--- src/bm3_pkg.sv ---
// ----------------------------------------------------------------------------
// bm3_pkg
// Shared types, constants and the 3x3 neighborhood evaluation for the
// binary morphology core.
// ----------------------------------------------------------------------------
package bm3_pkg;

  // Default size limits
  localparam int DEFAULT_MAX_WIDTH  = 1024;
  localparam int DEFAULT_MAX_HEIGHT = 1024;

  // Register file
  localparam int APB_ADDR_W = 4;
  localparam int APB_DATA_W = 32;
  localparam int CFG_DIM_W  = 11;
  localparam int MIN_DIM    = 3;

  localparam logic                 RST_MODE    = 1'b0;
  localparam logic [7:0]           RST_SE_MASK = 8'hFF;
  localparam logic [CFG_DIM_W-1:0] RST_WIDTH   = 11'd320;
  localparam logic [CFG_DIM_W-1:0] RST_HEIGHT  = 11'd240;

  typedef enum logic [1:0] {
    REG_MODE    = 2'd0,
    REG_SE_MASK = 2'd1,
    REG_WIDTH   = 2'd2,
    REG_HEIGHT  = 2'd3
  } bm3_reg_e;

  localparam logic MODE_ERODE = 1'b1;

  // Top-left, left and bottom-left neighbor bits
  localparam logic [7:0] LEFT_COL_MASK = 8'h94;

  // Stream widths
  localparam int TDATA_W = 8;

  // History word: bit j holds the pixel j places before the word's own pixel
  localparam int ENTRY_W = 4;

  // Result queue
  localparam int OUT_DEPTH = 4;
  localparam int OUT_CNT_W = 3;

  typedef struct packed {
    logic       mode;
    logic [7:0] se_mask;
    logic       hold;     // frame size product not yet settled
  } bm3_ctrl_t;

  typedef struct packed {
    logic pixel;
    logic last;
  } bm3_result_t;

  typedef struct packed {
    logic        valid0;
    bm3_result_t res0;
    logic        valid1;
    bm3_result_t res1;
  } bm3_push_t;

  typedef struct packed {
    logic               px;
    logic               r1;
    logic               r2;
    logic               emit;     // regular center result
    logic               last;     // final center of the frame
    logic               first_a;  // first-center rule for the regular result
    logic               first_b;  // first-center rule for the final result
    logic [ENTRY_W-1:0] vmid;     // history bits that were ever written
    logic [ENTRY_W-1:0] vtop;
  } bm3_stage_t;

  // Dilation or erosion of one center over the masked neighbors
  function automatic logic bm3_eval(input logic [7:0] nb, input logic center,
                                    input logic [7:0] mask, input logic mode,
                                    input logic first);
    logic [7:0] m;
    logic       r;
    m = first ? (mask & ~LEFT_COL_MASK) : mask;
    if (mode == MODE_ERODE) begin
      r = center && ((nb & m) == m);
    end else begin
      r = center || (|(nb & m));
    end
    return r;
  endfunction

endpackage

--- src/bm3_out_fifo.sv ---
// ----------------------------------------------------------------------------
// bm3_out_fifo
// Small result queue: up to two results in per cycle, one out.
// ----------------------------------------------------------------------------
module bm3_out_fifo import bm3_pkg::*; (
  input  logic                 clk_i,
  input  logic                 rst_ni,
  input  bm3_push_t            push_i,
  output logic [OUT_CNT_W-1:0] free_o,
  output logic                 out_valid_o,
  input  logic                 out_ready_i,
  output bm3_result_t          out_res_o
);

  localparam int PW = $clog2(OUT_DEPTH);

  bm3_result_t          mem_q [OUT_DEPTH];
  logic [PW-1:0]        wr_q, rd_q;
  logic [OUT_CNT_W-1:0] count_q, count_d;
  logic [1:0]           n_push;
  logic                 pop;

  assign n_push      = {1'b0, push_i.valid0} + {1'b0, push_i.valid1};
  assign out_valid_o = count_q != '0;
  assign pop         = out_valid_o && out_ready_i;
  assign count_d     = count_q + OUT_CNT_W'(n_push) - OUT_CNT_W'(pop);
  assign free_o      = OUT_CNT_W'(OUT_DEPTH) - count_q;
  assign out_res_o   = mem_q[rd_q];

  // Pointers and fill level
  always_ff @(posedge clk_i or negedge rst_ni) begin
    if (!rst_ni) begin
      wr_q    <= '0;
      rd_q    <= '0;
      count_q <= '0;
    end else begin
      wr_q    <= wr_q + PW'(n_push);
      rd_q    <= rd_q + PW'(pop);
      count_q <= count_d;
    end
  end

  // Storage
  always_ff @(posedge clk_i) begin
    if (push_i.valid0) begin
      mem_q[wr_q] <= push_i.res0;
    end
    if (push_i.valid1) begin
      mem_q[wr_q + PW'(1)] <= push_i.res1;
    end
  end

  a_no_overflow: assert property (@(posedge clk_i) disable iff (!rst_ni)
    count_q <= OUT_CNT_W'(OUT_DEPTH))
    else $error("result queue overflow");

  a_pair_order: assert property (@(posedge clk_i) disable iff (!rst_ni)
    push_i.valid1 |-> push_i.valid0 && (count_q <= OUT_CNT_W'(OUT_DEPTH - 2)))
    else $error("paired result pushed without room");

endmodule

--- config.mk ---
export PLATFORM = sky130hd
export DESIGN_NAME = bm3_out_fifo
export DESIGN_NICKNAME = d
export VERILOG_FILES = /design/src/bm3_pkg.sv /design/src/bm3_out_fifo.sv
export SDC_FILE = /design/constraint.sdc
export NUM_CORES = 1
export LEC_CHECK = 0
export BUFFER_PORTS_ARGS = -buffer_cell sky130_fd_sc_hd__buf_2
export CORE_ASPECT_RATIO = 1.25
export CORE_MARGIN = 2
export CORE_UTILIZATION = 50
export DETAILED_ROUTE_END_ITERATION = 7
export GPL_ROUTABILITY_DRIVEN = 0
export PLACE_DENSITY = 0.71
export SYNTH_ARGS = -nofsm -noshare
export SYNTH_HDL_FRONTEND = slang
export SYNTH_SLANG_ARGS = --single-unit
--- constraint.sdc ---
create_clock -name clk_i -period 2.3 [get_ports clk_i]
set_input_delay 0.23 -clock clk_i [delete_from_list [all_inputs] [get_ports clk_i]]
set_output_delay 0.23 -clock clk_i [all_outputs]
set_load 0.1 [all_outputs]
# Yosys cells after proc, flatten, opt, wreduce, memory -nomap -nowiden
# Memory sizes are Yosys's and may differ from the RTL's.
# Cells that the tools add are included.
# op_classes
add_sub_neg	7
mux	4
n_reduce_logical	2
# ops
op	count
1-bit 2-to-1 mux	4
3-bit by 2-bit adder with 3-bit output	1
3-bit nonzero test	1
3-bit by 1-bit subtractor with 3-bit output	1
3-bit subtractor, first input constant	1
1-bit by 1-bit adder with 2-bit output	1
2-bit by 1-bit adder with 2-bit output	1
2-bit by 1-bit adder with 2-bit output, second input constant	1
2-bit adder	1
1-bit logical AND	1
# word_totals
register_bits	7
mem_bits_rw	8
output_inout_bits	6
elab_cells	17
mem_count	1
# memory_table
memory	words	width	read_ports	rd_ports_with_merged_regs	write_ports	line	source
mem_q	4	2	1	0	2	bm3_out_fifo.sv:17	bm3_result_t mem_q [OUT_DEPTH];

# Logic depth before layout (Yosys ltp)
# Gate-level depths: netlist of run 1.
# depth
depth_word	3
mapped_depth	10
depth_no_buf	10

# Worst setup path before layout of run 1
# OpenSTA, ideal clock, no wires.
# synth_path
path_kind	register to register
from	reg count_q[0]
to	reg count_q[2]
setup_ns	0.123
arrival_time_ns	1.926
required_ns	2.177
slack_ns	0.251
stages_incl_launch_ff	11
n_path_buf	0
path_cell_list	dfrtp_1 -> inv_1 -> ha_1 -> ha_1 -> nand2b_1 -> xnor2_1 -> ha_1 -> inv_1 -> fa_1 -> xor2_1 -> xnor2_1
# synth_via
elab_chain_len	3
elab_cells_between_ends	4
# synth_lines
item	line	source
start, declared	bm3_out_fifo.sv:19	logic [OUT_CNT_W-1:0] count_q, count_d;
start signal, assigned	bm3_out_fifo.sv:39	count_q <= count_d;
branches (longest 2 deep; another with 3-bit by 2-bit adder with 3-bit output)	--	
3-bit by 1-bit subtractor with 3-bit output *	bm3_out_fifo.sv:26	assign count_d = count_q + OUT_CNT_W'(n_push) - OUT_CNT_W'(pop);
net count_d[2]	bm3_out_fifo.sv:19	
# Mark *: on every way through the listed nets, which the timed path passes.

# Worst setup path in the final report of run 1
# Same ends and word-level chain as after synthesis.

==> results of run 1 <==
routing by layer:
metal | up-vias | track usage [%] | wire length [um]
met3 | 2 | 2.70 | 35
met1 | 239 | 20.8 | 527
met4 | 0 | 5.00 | 13
met5 | - | 0 | 0
li1 | 252 | - | -
met2 | 9 | 21.7 | 618
state kept, by name, indices dropped and copies added (netlist names):
name / flops
count_q: 3
mem_q: 8
rd_q: 2
wr_q: 2
metrics by stage:
step                      std cells  hold slack [ns]  setup WS, ns  cell area [um^2]
after detailed placement         94           0.0788         0.176               925
after global routing             99            0.262       0.00430               962
after CTS                        99            0.224         0.148               962
after global placement           94           0.0714         0.208               925
after floorplan                  63          -0.0656         0.251               843
final                            99            0.229         0.175               962
area by class of cell:
class | count | area [um^2] | share of cell area, %
timing repair buffer | 16 | 87.6 | 9.10
clock inverter | 1 | 5.00 | 0.520
sequential | 15 | 415 | 43.2
inverter | 9 | 33.8 | 3.51
multi-input combinational | 37 | 375 | 39.0
tap | 18 | 22.5 | 2.34
clock buffer | 3 | 22.5 | 2.34
cells in the final DEF (no fill, tap or decap), types with 3 or more instances in the layout:
cell      instances
nand3b_1          3
clkbuf_4          3
inv_1             9
nor2_1            3
xnor2_1           6
mux2_2            8
edfxtp_1          8
ha_1              6
buf_2            14
dfrtp_1           7
how the worst max path moves through the flow:
stage,start,to,slack (ns),cells past startpoint
5_1_grt,count_q[0],count_q[2],0.004,10
3_3_place_gp,count_q[0],count_q[2],0.21,10
2_1_floorplan,count_q[0],count_q[2],0.25,10
3_5_place_dp,count_q[0],count_q[2],0.18,10
6_report,count_q[0],count_q[2],0.17,10
4_1_cts,count_q[0],count_q[2],0.15,10
cells by family (layout without fill, tap and decap cells):
family | Yosys count | count (layout)
AOI/OAI and AO/OA | 2 | 2
xor gates and xnor gates | 7 | 7
adders and majority gates | 7 | 7
buffers and inverters | 11 | 29
DFF | 15 | 15
muxes | 11 | 11
and+or+nand+nor | 10 | 10
worst max-delay path: stages, from the launching register on:
cell,delay (ns)
dfrtp_1,0.37
inv_1,0.05
ha_1,0.19
ha_1,0.20
nand2b_1,0.18
xnor2_1,0.15
ha_1,0.16
inv_1,0.05
fa_1,0.38
xor2_1,0.18
xnor2_1,0.12
==> flow_metrics.py, run 1 <==
metrics = {
    "synth": {
        "synth_area_leader_cell": "edfxtp_1",
        "synth_xor_area_share_pct": 7.27,
        "synth-compound-area-share_pct": 1.19,
        "async_flop_share_pct": 46.7,
        "syn_inst": 63,
        "yosysMostFrequentCell": "inv_1",
        "ys.flop_type": "edfxtp_1",
        "avgSynthCellArea_um2": 13.4,
        "synth_edf_count": 8,
        "ys_ff_latch": 15,
        "synthMuxAreaShare_pct": 17.2,
        "synth_cell_types": 18,
        "synthTopCellsByCount": "inv_1, edfxtp_1, mux2_2",
        "synth_nets": 79,
        "yosysSeqAreaShare_pct": 49.3,
        "yosysWarnings": 0,
        "synth_top_family_by_area": "multiplexers",
        "synthTopCellsByArea": "edfxtp_1, dfrtp_1, mux2_2",
        "synth-simple-area-share_pct": 7.57,
        "synthAdderAreaFrac_pct": 11.3,
        "syn_area_um2": 843,
        "synth_top_area_share_pct": 28.5,
    },
    "clocking": {
        "postCtsSetupBuffers": 0,
        "clock_latency_ns": 0.29,
        "htree_num_levels": 1,
        "root_buffer": "clkbuf_4",
        "cts_tree": "built",
        "cts_buffers": 3,
        "cts_sinks": 15,
        "cts_hold_buf": 1,
        "cts_max_path_buffers": 2,
        "clkTransAtPathRegs_ns": 0.09,
        "cts_resized": 0,
    },
    "setup_path": {
        "crit_arrival_ns": 2.30,
        "r2r_end": "count_q[2]",
        "rrSetupSlack_ns": 0.17,
        "required_ns": 2.48,
        "r2r_start": "count_q[0]",
        "rr_worst_depth": 10,
        "setup.worst_path.class": "flop to flop",
        "crit_fanout": 3,
        "start_kind": "flop",
        "cp-end-kind": "flop",
    },
    "timing": {
        "drv_slew": 0,
        "setup_viol": 0,
        "rsz0062_at_grt": "no",
        "worst_pin_slew_ns": 0.485,
        "finalHoldViolations": 0,
        "fmaxAchievable_mhz": 471,
        "tns_ns": 0,
        "slew_headroom_pct": 67.9,
        "clock_skew_ns": 0.00824,
        "fin_crit_ns": 2.13,
        "finalCritPeriodShare_pct": 92.4,
    },
    "route": {
        "drt_wl_total_um": 1200,
        "wire_per_inst_um": 12.1,
        "drt_pass1_iterations": 3,
        "drc": 0,
        "vias": 502,
        "ant_nets": 0,
        "drt_iter0_markers": 3,
        "via_per_inst": 5.07,
    },
    "final_layout": {
        "diodes": 0,
        "post-route-util_pct": 60.8,
        "fillCellCount": 141,
        "drive_above_1_share_pct": 37.0,
        "finalNetCount": 98,
        "syn_to_final_growth_pct": 14.1,
    },
    "global_routing": {
        "grt_max_degree": 10,
        "grtUsageTotal_pct": 14.6,
        "grt_first_pass_wirelength_um": 2000,
        "antenna_found_initial": 0,
        "first_global_vias": 454,
        "grt_overflow": 0,
    },
    "floorplan": {
        "num_rows": 16,
        "start_util_pct": 53.3,
        "core_mm2": 0.00158,
        "die_h_um": 49.9,
        "io-pin-count": 15,
        "die-area_mm2": 0.00203,
        "chipWidth_um": 40.7,
    },
    "placed_design": {
        "portBuffers": 14,
        "hpwl_um": 977,
    },
    "job": {
        "cap_violations": 0,
    },
    "status": {
        "status": "completed",
    },
    "min_path": {
        "holdPathStages": 3,
        "hold_start": "out_ready_i",
        "min_path_type": "input pin to flop",
        "holdPathEnd": "rd_q[1]",
    },
}
Power of run 1 is left out: the tool's default activity adds up to more than one toggle a clock period on the data nets, which glitch-free logic cannot reach.
==> run 2: changes to the inputs <==
- BUFFER_PORTS_ARGS: -buffer_cell sky130_fd_sc_hd__buf_2 -> unset
- DONT_BUFFER_PORTS: unset -> 1
- PLACE_DENSITY: 0.71 -> 0.63
- clock period: 2.3 -> 2.4 ns (I/O delays scaled with it)
==> flow_metrics.py, run 2 (same netlist as run 1, synthesis figures left out) <==
metrics = {
    "setup_path": {
        "rr_worst_depth": 10,
        "r2r_end": "count_q[2]",
        "crit_slowest_cell": "fa_1",
        "crit_arrival_ns": 2.30,
        "required_ns": 2.57,
        "setup.worst_path.class": "flop to flop",
        "crit_fanout": 3,
        "crit_chain": "inv_1 > ha_1 > ha_1 > nand2b_1 > xnor2_1 > ha_1 > inv_1 > fa_1 > xor2_1 > xnor2_1",
        "slowest_delay_ns": 0.37,
        "rrSetupSlack_ns": 0.27,
        "start_kind": "flop",
        "r2r_start": "count_q[0]",
        "cp-end-kind": "flop",
        "critPathMostFrequentCell": "ha_1",
    },
    "clocking": {
        "cts_hold_buf": 1,
        "clkTransAtPathRegs_ns": 0.09,
        "postCtsSetupBuffers": 0,
        "root_buffer": "clkbuf_4",
        "clock_latency_ns": 0.27,
        "cts_tree": "built",
        "cts_buffers": 3,
        "cts_sinks": 15,
        "cts_resized": 0,
        "cts_max_path_buffers": 2,
        "htree_num_levels": 1,
    },
    "floorplan": {
        "start_util_pct": 53.3,
        "die-area_mm2": 0.00203,
        "die_h_um": 49.9,
        "chipWidth_um": 40.7,
        "io-pin-count": 15,
        "core_mm2": 0.00158,
        "num_rows": 16,
    },
    "final_layout": {
        "top_register": "mem_q",
        "drive_above_1_share_pct": 27.1,
        "layout_common_cells": "inv_1, mux2_2, edfxtp_1",
        "reg_top3": "mem_q (8), count_q (3)",
        "finalNetCount": 87,
        "syn_to_final_growth_pct": 11.4,
        "diodes": 0,
        "largest_register_ffs": 8,
        "layout_commonest_cell": "inv_1",
    },
    "timing": {
        "finalCritPeriodShare_pct": 88.8,
        "fmaxAchievable_mhz": 469,
        "worst_pin_slew_ns": 0.510,
        "finalHoldViolations": 0,
        "rsz0062_at_grt": "no",
        "fin_crit_ns": 2.13,
        "clock_skew_ns": 0.00428,
        "slew_headroom_pct": 66.1,
        "tns_ns": 0,
        "drv_slew": 0,
        "setup_viol": 0,
    },
    "global_routing": {
        "grt_max_degree": 10,
        "top_usage_layer": "met1",
        "first_global_vias": 457,
        "grt_first_pass_wirelength_um": 1820,
        "grtUsageTotal_pct": 13.7,
        "grt_use_met1_pct": 19.3,
        "grt_overflow": 0,
        "grt_use_met2_pct": 17.5,
        "antenna_found_initial": 0,
        "grt_util_met3_pct": 3.60,
    },
    "min_path": {
        "hold_start": "out_ready_i",
        "min_path_type": "input pin to flop",
        "holdPathStages": 2,
        "holdPathEnd": "rd_q[1]",
    },
    "route": {
        "drt_pass1_iterations": 4,
        "vias": 450,
        "drt_wl_total_um": 1130,
        "drc": 0,
        "via_per_inst": 5.11,
        "wire_per_inst_um": 12.9,
        "ant_nets": 0,
        "drt_iter0_markers": 8,
    },
    "placed_design": {
        "hpwl_um": 910,
        "portBuffers": 0,
    },
    "job": {
        "cap_violations": 0,
    },
    "status": {
        "status": "completed",
    },
}
## run 2: cell count changes in the layout (fill, tap and decap cells not counted)
cell	change
buf_4	+1
buf_2	-14
buf_12	+2
## run 2: how the worst max path moves through the flow
stage                     from          to
finish              count_q[0]  count_q[2]
detailed placement  count_q[0]  count_q[2]
global route        count_q[0]  count_q[2]
CTS                 count_q[0]  count_q[2]
floorplan           count_q[0]  count_q[2]
global placement    count_q[0]  count_q[2]
## run 2: stage by stage
| stage | area (um^2) | hold WS [ns] | utilization [%] | setup WS [ns] | cells |
|---|---|---|---|---|---|
| 2_1_floorplan | 843 | -0.0556 | - | 0.351 | 63 |
| 3_3_place_gp | 902 | -0.0553 | 57.0 | 0.259 | 83 |
| 3_5_place_dp | 902 | -0.0554 | 57.0 | 0.274 | 83 |
| 4_1_cts | 940 | 0.136 | 59.4 | 0.248 | 88 |
| 5_1_grt | 940 | 0.141 | 59.4 | 0.148 | 88 |
| 6_report | 940 | 0.140 | 59.4 | 0.268 | 88 |
## run 2: routing by layer
layer / vias to the layer above / part of all wire [%] / routed length [um]
met4: 0 / 1.9 / 21
met3: 2 / 7.6 / 86
met2: 22 / 42 / 472
met1: 195 / 49 / 552
met5: - / 0 / 0
li1: 231 / - / -
## run 2: critical path, delay by kind of cell (launching register included)
kind | cells | cell delay (ns)
simple gates | 1 | 0.20
xor+xnor | 3 | 0.47
flops | 1 | 0.35
fa+ha+maj | 4 | 0.90
buf+inv | 2 | 0.10
## run 2: cell type report
cell class / count / area [um^2]
repair buffers: 5 / 65.1
inverters: 9 / 33.8
clock inverters: 1 / 5.00
well taps: 18 / 22.5
flip-flops and latches: 15 / 415
fillers: 130 / 642
multi-input cells: 37 / 375
clock buffers: 3 / 22.5
Power of run 2 is left out for the same reason.
