`config.mk`:
```
export PLATFORM = sky130hd
export DESIGN_NAME = bm3_cfg
export DESIGN_NICKNAME = d
export VERILOG_FILES = /design/src/bm3_pkg.sv /design/src/bm3_cfg.sv
export SDC_FILE = /design/constraint.sdc
export NUM_CORES = 1
export LEC_CHECK = 0
export BUFFER_PORTS_ARGS = -buffer_cell sky130_fd_sc_hd__buf_2
export CORE_ASPECT_RATIO = 1.1
export CORE_MARGIN = 5
export CORE_UTILIZATION = 50
export DETAILED_ROUTE_END_ITERATION = 12
export PLACE_DENSITY = 0.8
export SLEW_MARGIN = 20
export SYNTH_ARGS = -nofsm -noshare
export SYNTH_HDL_FRONTEND = slang
export SYNTH_SLANG_ARGS = --single-unit
```
`constraint.sdc`:
```
create_clock -name clk_i -period 15.2 [get_ports clk_i]
set_input_delay 1.52 -clock clk_i [delete_from_list [all_inputs] [get_ports clk_i]]
set_output_delay 1.52 -clock clk_i [all_outputs]
set_load 0.005 [all_outputs]
```
`src/bm3_pkg.sv`:
```
// ----------------------------------------------------------------------------
// bm3_pkg
// Shared types, constants and the 3x3 neighborhood evaluation for the
// binary morphology core.
// ----------------------------------------------------------------------------
package bm3_pkg;

  // Default size limits
  localparam int DEFAULT_MAX_WIDTH  = 1024;
  localparam int DEFAULT_MAX_HEIGHT = 1024;

  // Register file
  localparam int APB_ADDR_W = 4;
  localparam int APB_DATA_W = 32;
  localparam int CFG_DIM_W  = 11;
  localparam int MIN_DIM    = 3;

  localparam logic                 RST_MODE    = 1'b0;
  localparam logic [7:0]           RST_SE_MASK = 8'hFF;
  localparam logic [CFG_DIM_W-1:0] RST_WIDTH   = 11'd320;
  localparam logic [CFG_DIM_W-1:0] RST_HEIGHT  = 11'd240;

  typedef enum logic [1:0] {
    REG_MODE    = 2'd0,
    REG_SE_MASK = 2'd1,
    REG_WIDTH   = 2'd2,
    REG_HEIGHT  = 2'd3
  } bm3_reg_e;

  localparam logic MODE_ERODE = 1'b1;

  // Top-left, left and bottom-left neighbor bits
  localparam logic [7:0] LEFT_COL_MASK = 8'h94;

  // Stream widths
  localparam int TDATA_W = 8;

  // History word: bit j holds the pixel j places before the word's own pixel
  localparam int ENTRY_W = 4;

  // Result queue
  localparam int OUT_DEPTH = 4;
  localparam int OUT_CNT_W = 3;

  typedef struct packed {
    logic       mode;
    logic [7:0] se_mask;
    logic       hold;     // frame size product not yet settled
  } bm3_ctrl_t;

  typedef struct packed {
    logic pixel;
    logic last;
  } bm3_result_t;

  typedef struct packed {
    logic        valid0;
    bm3_result_t res0;
    logic        valid1;
    bm3_result_t res1;
  } bm3_push_t;

  typedef struct packed {
    logic               px;
    logic               r1;
    logic               r2;
    logic               emit;     // regular center result
    logic               last;     // final center of the frame
    logic               first_a;  // first-center rule for the regular result
    logic               first_b;  // first-center rule for the final result
    logic [ENTRY_W-1:0] vmid;     // history bits that were ever written
    logic [ENTRY_W-1:0] vtop;
  } bm3_stage_t;

  // Dilation or erosion of one center over the masked neighbors
  function automatic logic bm3_eval(input logic [7:0] nb, input logic center,
                                    input logic [7:0] mask, input logic mode,
                                    input logic first);
    logic [7:0] m;
    logic       r;
    m = first ? (mask & ~LEFT_COL_MASK) : mask;
    if (mode == MODE_ERODE) begin
      r = center && ((nb & m) == m);
    end else begin
      r = center || (|(nb & m));
    end
    return r;
  endfunction

endpackage

```
`src/bm3_cfg.sv`:
```
// ----------------------------------------------------------------------------
// bm3_cfg
// APB register file, size clamping and the registered frame size product.
// ----------------------------------------------------------------------------
module bm3_cfg import bm3_pkg::*; #(
  parameter int MAX_WIDTH  = DEFAULT_MAX_WIDTH,
  parameter int MAX_HEIGHT = DEFAULT_MAX_HEIGHT
) (
  input  logic                                   clk_i,
  input  logic                                   rst_ni,
  input  logic                                   psel,
  input  logic                                   penable,
  input  logic                                   pwrite,
  input  logic [APB_ADDR_W-1:0]                  paddr,
  input  logic [APB_DATA_W-1:0]                  pwdata,
  output logic [APB_DATA_W-1:0]                  prdata,
  output logic                                   pready,
  output bm3_ctrl_t                              ctrl_o,
  output logic [$clog2(MAX_WIDTH+1)-1:0]         width_o,
  output logic [$clog2(MAX_WIDTH+1)+$clog2(MAX_HEIGHT+1)-1:0] frame_o
);

  localparam int WW = $clog2(MAX_WIDTH + 1);
  localparam int HW = $clog2(MAX_HEIGHT + 1);
  localparam int FW = WW + HW;

  logic                 mode_q, mode_d;
  logic [7:0]           se_mask_q, se_mask_d;
  logic [CFG_DIM_W-1:0] width_q, width_d;
  logic [CFG_DIM_W-1:0] height_q, height_d;
  logic                 hold_q;
  logic [FW-1:0]        frame_q;
  logic                 wr_en;
  bm3_reg_e             reg_sel;
  logic [WW-1:0]        w_c;
  logic [HW-1:0]        h_c;

  assign pready  = 1'b1;
  assign wr_en   = psel && penable && pwrite && pready;
  assign reg_sel = bm3_reg_e'(paddr[3:2]);

  // Register writes
  always_comb begin
    mode_d    = mode_q;
    se_mask_d = se_mask_q;
    width_d   = width_q;
    height_d  = height_q;
    if (wr_en) begin
      unique case (reg_sel)
        REG_MODE:    mode_d    = pwdata[0];
        REG_SE_MASK: se_mask_d = pwdata[7:0];
        REG_WIDTH:   width_d   = pwdata[CFG_DIM_W-1:0];
        REG_HEIGHT:  height_d  = pwdata[CFG_DIM_W-1:0];
        default:     mode_d    = mode_q;
      endcase
    end
  end

  always_ff @(posedge clk_i or negedge rst_ni) begin
    if (!rst_ni) begin
      mode_q    <= RST_MODE;
      se_mask_q <= RST_SE_MASK;
      width_q   <= RST_WIDTH;
      height_q  <= RST_HEIGHT;
    end else begin
      mode_q    <= mode_d;
      se_mask_q <= se_mask_d;
      width_q   <= width_d;
      height_q  <= height_d;
    end
  end

  // Read-back
  always_comb begin
    unique case (reg_sel)
      REG_MODE:    prdata = APB_DATA_W'(mode_q);
      REG_SE_MASK: prdata = APB_DATA_W'(se_mask_q);
      REG_WIDTH:   prdata = APB_DATA_W'(width_q);
      REG_HEIGHT:  prdata = APB_DATA_W'(height_q);
      default:     prdata = '0;
    endcase
  end

  // Saturate sizes to the supported range
  always_comb begin
    if (width_q < CFG_DIM_W'(MIN_DIM)) begin
      w_c = WW'(MIN_DIM);
    end else if (32'(width_q) > 32'(MAX_WIDTH)) begin
      w_c = WW'(MAX_WIDTH);
    end else begin
      w_c = WW'(width_q);
    end
    if (height_q < CFG_DIM_W'(MIN_DIM)) begin
      h_c = HW'(MIN_DIM);
    end else if (32'(height_q) > 32'(MAX_HEIGHT)) begin
      h_c = HW'(MAX_HEIGHT);
    end else begin
      h_c = HW'(height_q);
    end
  end

  // Frame size product, registered, so it follows the size registers in the next cycle
  always_ff @(posedge clk_i) begin
    frame_q <= FW'(w_c) * FW'(h_c);
  end

  // Hold the stream after reset and in the cycle after any write
  always_ff @(posedge clk_i or negedge rst_ni) begin
    if (!rst_ni) begin
      hold_q <= 1'b1;
    end else begin
      hold_q <= wr_en;
    end
  end

  assign ctrl_o.mode    = mode_q;
  assign ctrl_o.se_mask = se_mask_q;
  assign ctrl_o.hold    = hold_q;
  assign width_o        = w_c;
  assign frame_o        = frame_q;

endmodule

```
### Word level (Yosys, flattened, before mapping)

Index checks and enable logic that the tools add are counted.

* bitwise operators: 0
* multiplexer cells: 5
* reductions and logical operators: 7
* shift operators: 0
* $add $sub $neg: 0
* order comparisons: 4
* multipliers: 1
* equality and inequality tests: 3
* div/mod/pow operators: 0

Operator list (number)
* case mux 32 bit (4 select lines): 1
* 2-to-1 mux 11 bit: 4
* > comparator 11 bit, second input constant: 2
* less-than comparator 11 x 2 -> 1 bit, second input constant: 2
* multiplier 11 x 11 -> 22 bit: 1
* AND reduction 2 bit: 4
* == test 2 bit, second input constant: 2
* == test 2 x 1 -> 1 bit, second input constant: 1
* logical AND 1 bit: 2
* logical NOT 2 bit: 1

* latch bits: 0
* logic and storage cells: 26
* input port bits: 41
* bits in read-only memories: 0
* memories: 0
* register bits after elaboration: 54
* output and inout bits: 76
* RAM bits: 0

### Depth between registers and ports, before layout

Gate-level depths: netlist of the first run.

* depth after elaboration: 4
* mapped depth: 22
* gate-level depth less buffers: 21

### Worst setup path after synthesis of the first run

Ideal clock, no wire load.

* path type: register -> register
* from: reg width_q[4]
* to: reg frame_q[15] (netlist: frame_o[15])
* setup time: 0.123 ns
* slack: 9.820 ns
* clock period less this slack: 5.380 ns
* stages on the path, launching flop included: 20
* data arrival time: 5.256 ns
* data required time: 15.077 ns
* path buffers: 0
* path through: dfrtp_1 -> or4_1 -> nor2_2 -> o21ai_2 -> inv_2 -> nand2_1 -> fa_1 -> fa_1 -> inv_1 -> fa_1 -> fa_1 -> inv_1 -> fa_1 -> inv_1 -> ha_1 -> a21o_1 -> nand2b_1 -> o2111ai_1 -> a21boi_1 -> xor2_1

* word-level cells in the longest chain between the ends: 4
* elaborated cells on any way between the ends: 5
* classes of those cells: 1 x mul; 2 x order compare; 2 x mux

Ends and longest elaborated chain
* start: declaration: RTL line bm3_cfg.sv:29 `logic [CFG_DIM_W-1:0] width_q, width_d;`
* start signal: assignment: RTL line bm3_cfg.sv:68 `width_q <= width_d;`
* > comparator 11 bit: RTL line bm3_cfg.sv:88 `end else if (32'(width_q) > 32'(MAX_WIDTH)) begin`
* 2-to-1 mux 11 bit: RTL line bm3_cfg.sv:88
* 2-to-1 mux 11 bit *: RTL line bm3_cfg.sv:86 `if (width_q < CFG_DIM_W'(MIN_DIM)) begin`
* via width_o[0]: RTL line bm3_cfg.sv:19 `output logic [$clog2(MAX_WIDTH+1)-1:0] width_o,`
* multiplier 11 x 11 -> 22 bit *: RTL line bm3_cfg.sv:104 `frame_q <= FW'(w_c) * FW'(h_c);`
* end signal: assignment: RTL line bm3_cfg.sv:104
* end: declaration: RTL line bm3_cfg.sv:32 `logic [FW-1:0] frame_q;`

Mark *: on every way through the listed nets, which the timed path passes. The rest lies on a longest branch.
A chain may end at the register's enable or synchronous reset.

### Final worst setup path of the first run

* from: reg width_q[10]
* to: reg frame_q[20] (netlist: frame_o[20])

* word-level cells in the longest chain between the ends: 4
* elaborated cells on any way between the ends: 5
* classes of those cells: 1 x mul; 2 x order compare; 2 x mux

Ends and longest elaborated chain (RTL line)
* > comparator 11 bit: bm3_cfg.sv:88
* 2-to-1 mux 11 bit: bm3_cfg.sv:88
* 2-to-1 mux 11 bit *: bm3_cfg.sv:86
* multiplier 11 x 11 -> 22 bit *: bm3_cfg.sv:104

Mark *: on every way between the ends. The rest lies on a longest branch, timed or not.

==> results.tsv, run 1 <==
metric	value	unit
Leak	3.59	nW
initial antenna violation count	0	
Setup Viol. Count Final	0	
critical path peak fanout	17	
clk root buf	clkbuf_16	
Post-synth ARST share	59.3	%
clock-pin slew on the worst setup and hold paths	80	ps
status	completed	
Worst Hold Margin	538	ps
fin crit period	6210	ps
worst skew pair latency	300	ps
via count of the first global-routing pass	4740	
clk sinks	54	
RSZ-0062 raised after global routing	no	
max frequency	161	MHz
CP required	15430	ps
fin crit share	40.8	%
most common cell after layout, fill and taps aside	inv_1	
# Max-Cap Violations	0	
#FFs+latches synth	54	
First-pass DRT Iterations	4	
final hold vios	0	
maximum vdd drop	0.0000776	V
grt ovf	0	
Final Cell Area	6800	sq um
crit path launch type	register	
power per standard cell area	135	nW/um^2
share of cells above drive strength 1	19.6	%
PostCTS Resize Cnt	0	
Vias	4678	
area post-placement	6640	sq um
CP Class	reg -> reg	
Slew HR	38.4	%
CP arrival	6440	ps
Post-Syn Area	6300	sq um
Cell Count Post-Placement	880	
largest net degree at the start of global routing	33	
number of post-CTS setup repair buffers	0	
CTS Buffer Depth	2	
FF-to-FF Start	width_q[10]$_DFFE_PN0P_	
first-pass GRT wire length	21800	microns
die area	14900	sq um
Post-CTS Hold Buffers	0	
Die H	128	microns
Post-synth EDFFs	0	
Primary FF master, synth	dfxtp_1	
Setup TNS	0	ps
CTS tree	done	
Netlist cell types	53	
post-route DRC violation count	0	
Fill cells	1112	
cts bufs inserted	5	
H-tree levels	2	
Syn. warnings	0	
Critical Path Source	width_q[10]$_DFFE_PN0P_	
worst slew pin tran	921	ps
Routed Antenna Nets	0	
io pins	117	
antenna diode count	0	
Port Buf Inserts	71	
DP HPWL	10800	microns
non-filler cells in the finished layout	888	
Core Area	12500	sq um
Syn Inst Count	676	
Synth Area per Inst	9.32	sq um
register area share after synthesis	20.0	%
P&R area growth vs syn	7.91	%
HP Class	reg -> reg	
most frequent cells in the layout	103 x inv_1, 80 x fa_1, 72 x nor2_1	
GRT Util Overall	18.2	%
hold path startpoint	mode_q$_DFFE_PN0P_	
final WL	13200	microns
Iter 0 DRT Violations	314	
Initial Util	50.5	%
Vias/cell	5.27	
routed wire length per instance	14.8	microns
chip width	117	microns
layout net count	911	
final clock skew	7.07	ps
routability cong.	0.957	
crit end category	register	
row count	43	
fin. max-slew vios	0	
[cell families after synthesis]
logic type	share of synthesized area [%]
mux	7.61
flops	20.0
simple gates	14.7
buf+inv	10.9
other cells	0.119
compound gates	7.09
xor+xnor	2.23
fa+ha+maj	37.4
[report_power, final]
part,leakage [nW],internal [mW],switching (mW)
Sequential,0.548,0.194,0.0289
Clock,0.0759,0.0631,0.0597
Combinational,2.97,0.236,0.334
[layer usage]
metal | track usage, % | wire, microns
met1 | 23.4 | 5470
met2 | 30.1 | 6470
met3 | 3.35 | 872
met4 | 7.49 | 370
met5 | 0 | 0
[worst paths after layout]
kind / endpoint / slack, ps / cells after the start
hold reg to reg: mode_q$_DFFE_PN0P_ / 540 / 1
setup / recovery: frame_o[20]$_DFF_P_ / 8990 / 18
hold / removal: mode_q$_DFFE_PN0P_ / 540 / 1
min in group asynchronous: mode_q$_DFFE_PN0P_ / 1250 / 1
max in group asynchronous: width_q[10]$_DFFE_PN0P_ / 13510 / 1
setup reg to reg: frame_o[20]$_DFF_P_ / 8990 / 18
[stage by stage]
| stage | total power, mW | setup WS (ps) | utilization, % |
|---|---|---|---|
| 2_1_floorplan | 0.658 | 9820 | - |
| 3_3_place_gp | 0.785 | 9140 | 53.2 |
| 3_5_place_dp | 0.799 | 9040 | 53.2 |
| 4_1_cts | 0.928 | 9030 | 54.4 |
| 5_1_grt | 1.01 | 8650 | 54.4 |
| 6_report | 0.916 | 8990 | 54.4 |
[Yosys cell counts (all sizes together) (2+ instances only)]
library cell / count / area (sq um)
o21a: 2 / 15.0
o211ai: 4 / 30.0
clkinv: 3 / 11.3
nand3: 3 / 15.0
and2: 10 / 62.6
clkbuf: 11 / 45.0
or3: 2 / 12.5
o21bai: 2 / 15.0
a21o: 6 / 45.0
mux2: 37 / 417
dfrtp: 17 / 425
conb: 2 / 7.51
xnor2: 9 / 78.8
ha: 60 / 751
nor2b: 12 / 75.1
nand2b: 15 / 93.8
nor2: 73 / 277
nor3: 4 / 20.0
dfxtp: 22 / 440
or4: 4 / 30.0
nor3b: 2 / 15.0
nand2: 70 / 265
dfstp: 15 / 394
fa: 80 / 1600
xor2: 7 / 61.3
mux2i: 4 / 40.0
o21ai: 14 / 85.1
buf: 33 / 238
a22o: 7 / 61.3
and3: 4 / 25.0
a211oi: 4 / 35.0
inv: 105 / 394
a21oi: 23 / 119
[final cells by class]
class,count,area (sq um),area share [%]
multi-input combinational,490,4420,65.1
sequential,54,1260,18.5
inverter,108,405,5.97
timing repair buffer,71,355,5.23
tap,157,196,2.89
clock buffer,5,125,1.84
clock inverter,3,28.8,0.423
[state kept, by name, summed over array words and instances (netlist names)]
name,count
mode_q,1
width_q,11
height_q,11
hold_q,1
frame_o,22
se_mask_q,8
[worst max-delay path, stage by stage (launching register included)]
cell and delay [ps]:
dfrtp_1 500, clkinv_1 550, nand2_1 450, clkinv_1 350, nand2_1 180, fa_1 430, fa_1 490, inv_1 50
fa_1 500, fa_1 550, inv_1 60, fa_1 530, inv_1 40, ha_1 350, nand2_1 90, a211oi_1 390
a21oi_1 200, o21ai_2 220, mux2i_1 190
No activity file was read; power rests on OpenSTA's default activity.
==> run 2, diff against run 1 <==
- PLACE_DENSITY: 0.8 -> 0.83
- clock period: 15.2 -> 5.2 ns (I/O delays scaled with it)
==> run 2 against run 1 <==
- the run now ends with setup timing left
- clock-buffer cell count stayed put
- clock skew is 1.1 ps lower
- core utilization rose by 6.7 points
- via count is 5.7% higher
- sequential power grew to 2.8 times the previous value
- combinational power increased to 4.1 times the previous value
- non-clock buffer count grew 64
==> results.tsv, run 2 (synthesis results as in run 1) <==
metric	value	unit
Clk pwr share	11.0	%
fin crit share	101	%
final hold vios	0	
CP required	5430	ps
cell count along the critical path	22	
layout net count	975	
CTS tree	done	
Iter 0 DRT Violations	287	
Core Area	12500	sq um
CP arrival	5460	ps
Seq pwr share	18.8	%
Port Buf Inserts	71	
cts bufs inserted	5	
Final Cell Area	7630	sq um
max reg flops	22	
initial antenna violation count	0	
row count	43	
Die H	128	microns
grt ovf	0	
final clock skew	5.94	ps
Vias/cell	5.19	
P&R area growth vs syn	21.1	%
most common cell after layout, fill and taps aside	inv_1	
max frequency	191	MHz
antenna diode count	0	
routability cong.	0.932	
power per standard cell area	440	nW/um^2
Post-CTS Hold Buffers	0	
fin crit period	5230	ps
switching share of power	44.9	%
Cell Count Post-Placement	940	
io pins	117	
failing checks	setup timing	
die area	14900	sq um
Routed Antenna Nets	0	
CTS Buffer Depth	2	
most frequent cells in the layout	96 x inv_1, 78 x fa_1, 71 x buf_2	
share of cells above drive strength 1	32.5	%
final WL	15300	microns
critical path peak fanout	9	
Worst path max stage delay	550	ps
Leak	3.92	nW
clk sinks	54	
Slew HR	33.5	%
maximum vdd drop	0.000268	V
crit end category	register	
first-pass GRT wire length	24300	microns
dpl ws	-228	ps
clock-pin slew on the worst setup and hold paths	80	ps
CP top delay family	adder cells	
Initial Util	50.5	%
post-route DRC violation count	0	
Int Power	1.85	mW
status	finished with violations	
CP Class	reg -> reg	
routed wire length per instance	16.0	microns
H-tree levels	2	
Worst Hold Margin	248	ps
crit-path cells	or4_4 > nor2_4 > buf_6 > o21ai_4 > buf_4 > nor2_4 > fa_1 > inv_1 > fa_1 > inv_1 > ha_1 > fa_1 > inv_1 > fa_1 > inv_1 > ha_4 > o211ai_1 > a21oi_2 > o211ai_1 > buf_4 > and2_4 > a211oi_2	
Vias	4945	
area post-placement	7130	sq um
Setup Viol. Count Final	2	
power share of the combinational group	70.3	%
# Max-Cap Violations	0	
Fill cells	1041	
setup ws final	-32.7	ps
First-pass DRT Iterations	5	
clk root buf	clkbuf_16	
sw power	1.51	mW
worst r2r path cells	22	
Buf/Inv on CP	7	
fin. max-slew vios	0	
GRT Util Overall	20.7	%
HP Class	in -> async	
Multi-input gate area	4750	sq um
worst slew pin tran	994	ps
crit path launch type	register	
storage element area	1260	sq um
chip width	117	microns
worst skew pair latency	310	ps
non-filler cells in the finished layout	952	
RSZ-0062 raised after global routing	yes	
DP HPWL	12000	microns
via count of the first global-routing pass	5147	
slowest library cell on the worst path	or4_4	
largest net degree at the start of global routing	33	
[run 2: changes by cell type in the layout (fill, tap and decap cells not counted), sizes merged]
cell | before | now
clkinvlp | 0 | 1
buf | 71 | 135
clkinv | 5 | 4
[run 2: cell type report]
class / count / share of cell area (%)
multi-input cells: 490 / 62.3
clock inverters: 3 / 0.377
well taps: 157 / 2.58
repair buffers: 135 / 11.2
inverters: 108 / 5.37
clock buffers: 5 / 1.64
flip-flops and latches: 54 / 16.5
[run 2: power by group through the flow]
stage	clock [mW]	sequential, mW	combinational (mW)
floorplan	0	0.639	1.32
global placement	0	0.634	1.94
detailed placement	0	0.637	2.00
CTS	0.378	0.629	2.15
global route	0.391	0.645	2.62
finish	0.368	0.631	2.36
[run 2: metrics by stage]
step / setup TNS (ps) / total power, mW / util (%)
global placement: -691 / 2.58 / 57.1
floorplan: -0.648 / 1.96 / -
detailed placement: -1230 / 2.64 / 57.1
global route: -1310 / 3.66 / 61.1
CTS: -6.95 / 3.15 / 59.3
finish: -59.4 / 3.36 / 61.1
[run 2: what timing repair did]
action | in CTS | in global routing
buffers inserted | 3 | 2
resized for setup | 18 | 46
endpoints found under the setup margin | 10 | 12
pin swaps | 19 | 21
[run 2: final timing paths]
kind,to,from,slack (ps)
setup / recovery,frame_o[21]$_DFF_P_,width_q[8]$_DFFE_PN1P_,-30
hold / removal,width_q[4]$_DFFE_PN0P_,rst_ni,250
setup reg to reg,frame_o[21]$_DFF_P_,width_q[8]$_DFFE_PN1P_,-30
hold reg to reg,mode_q$_DFFE_PN0P_,mode_q$_DFFE_PN0P_,540
max in group asynchronous,mode_q$_DFFE_PN0P_,rst_ni,4510
min in group clk_i,height_q[9]$_DFFE_PN0P_,pwdata[9],460
[run 2: metal layers]
metal	up-vias	GRT usage, %	routed length [microns]
met1	2411	26.3	6150
met5	-	0	0
met3	42	3.31	840
met4	0	6.34	532
met2	164	35.8	7750
li1	2328	-	-
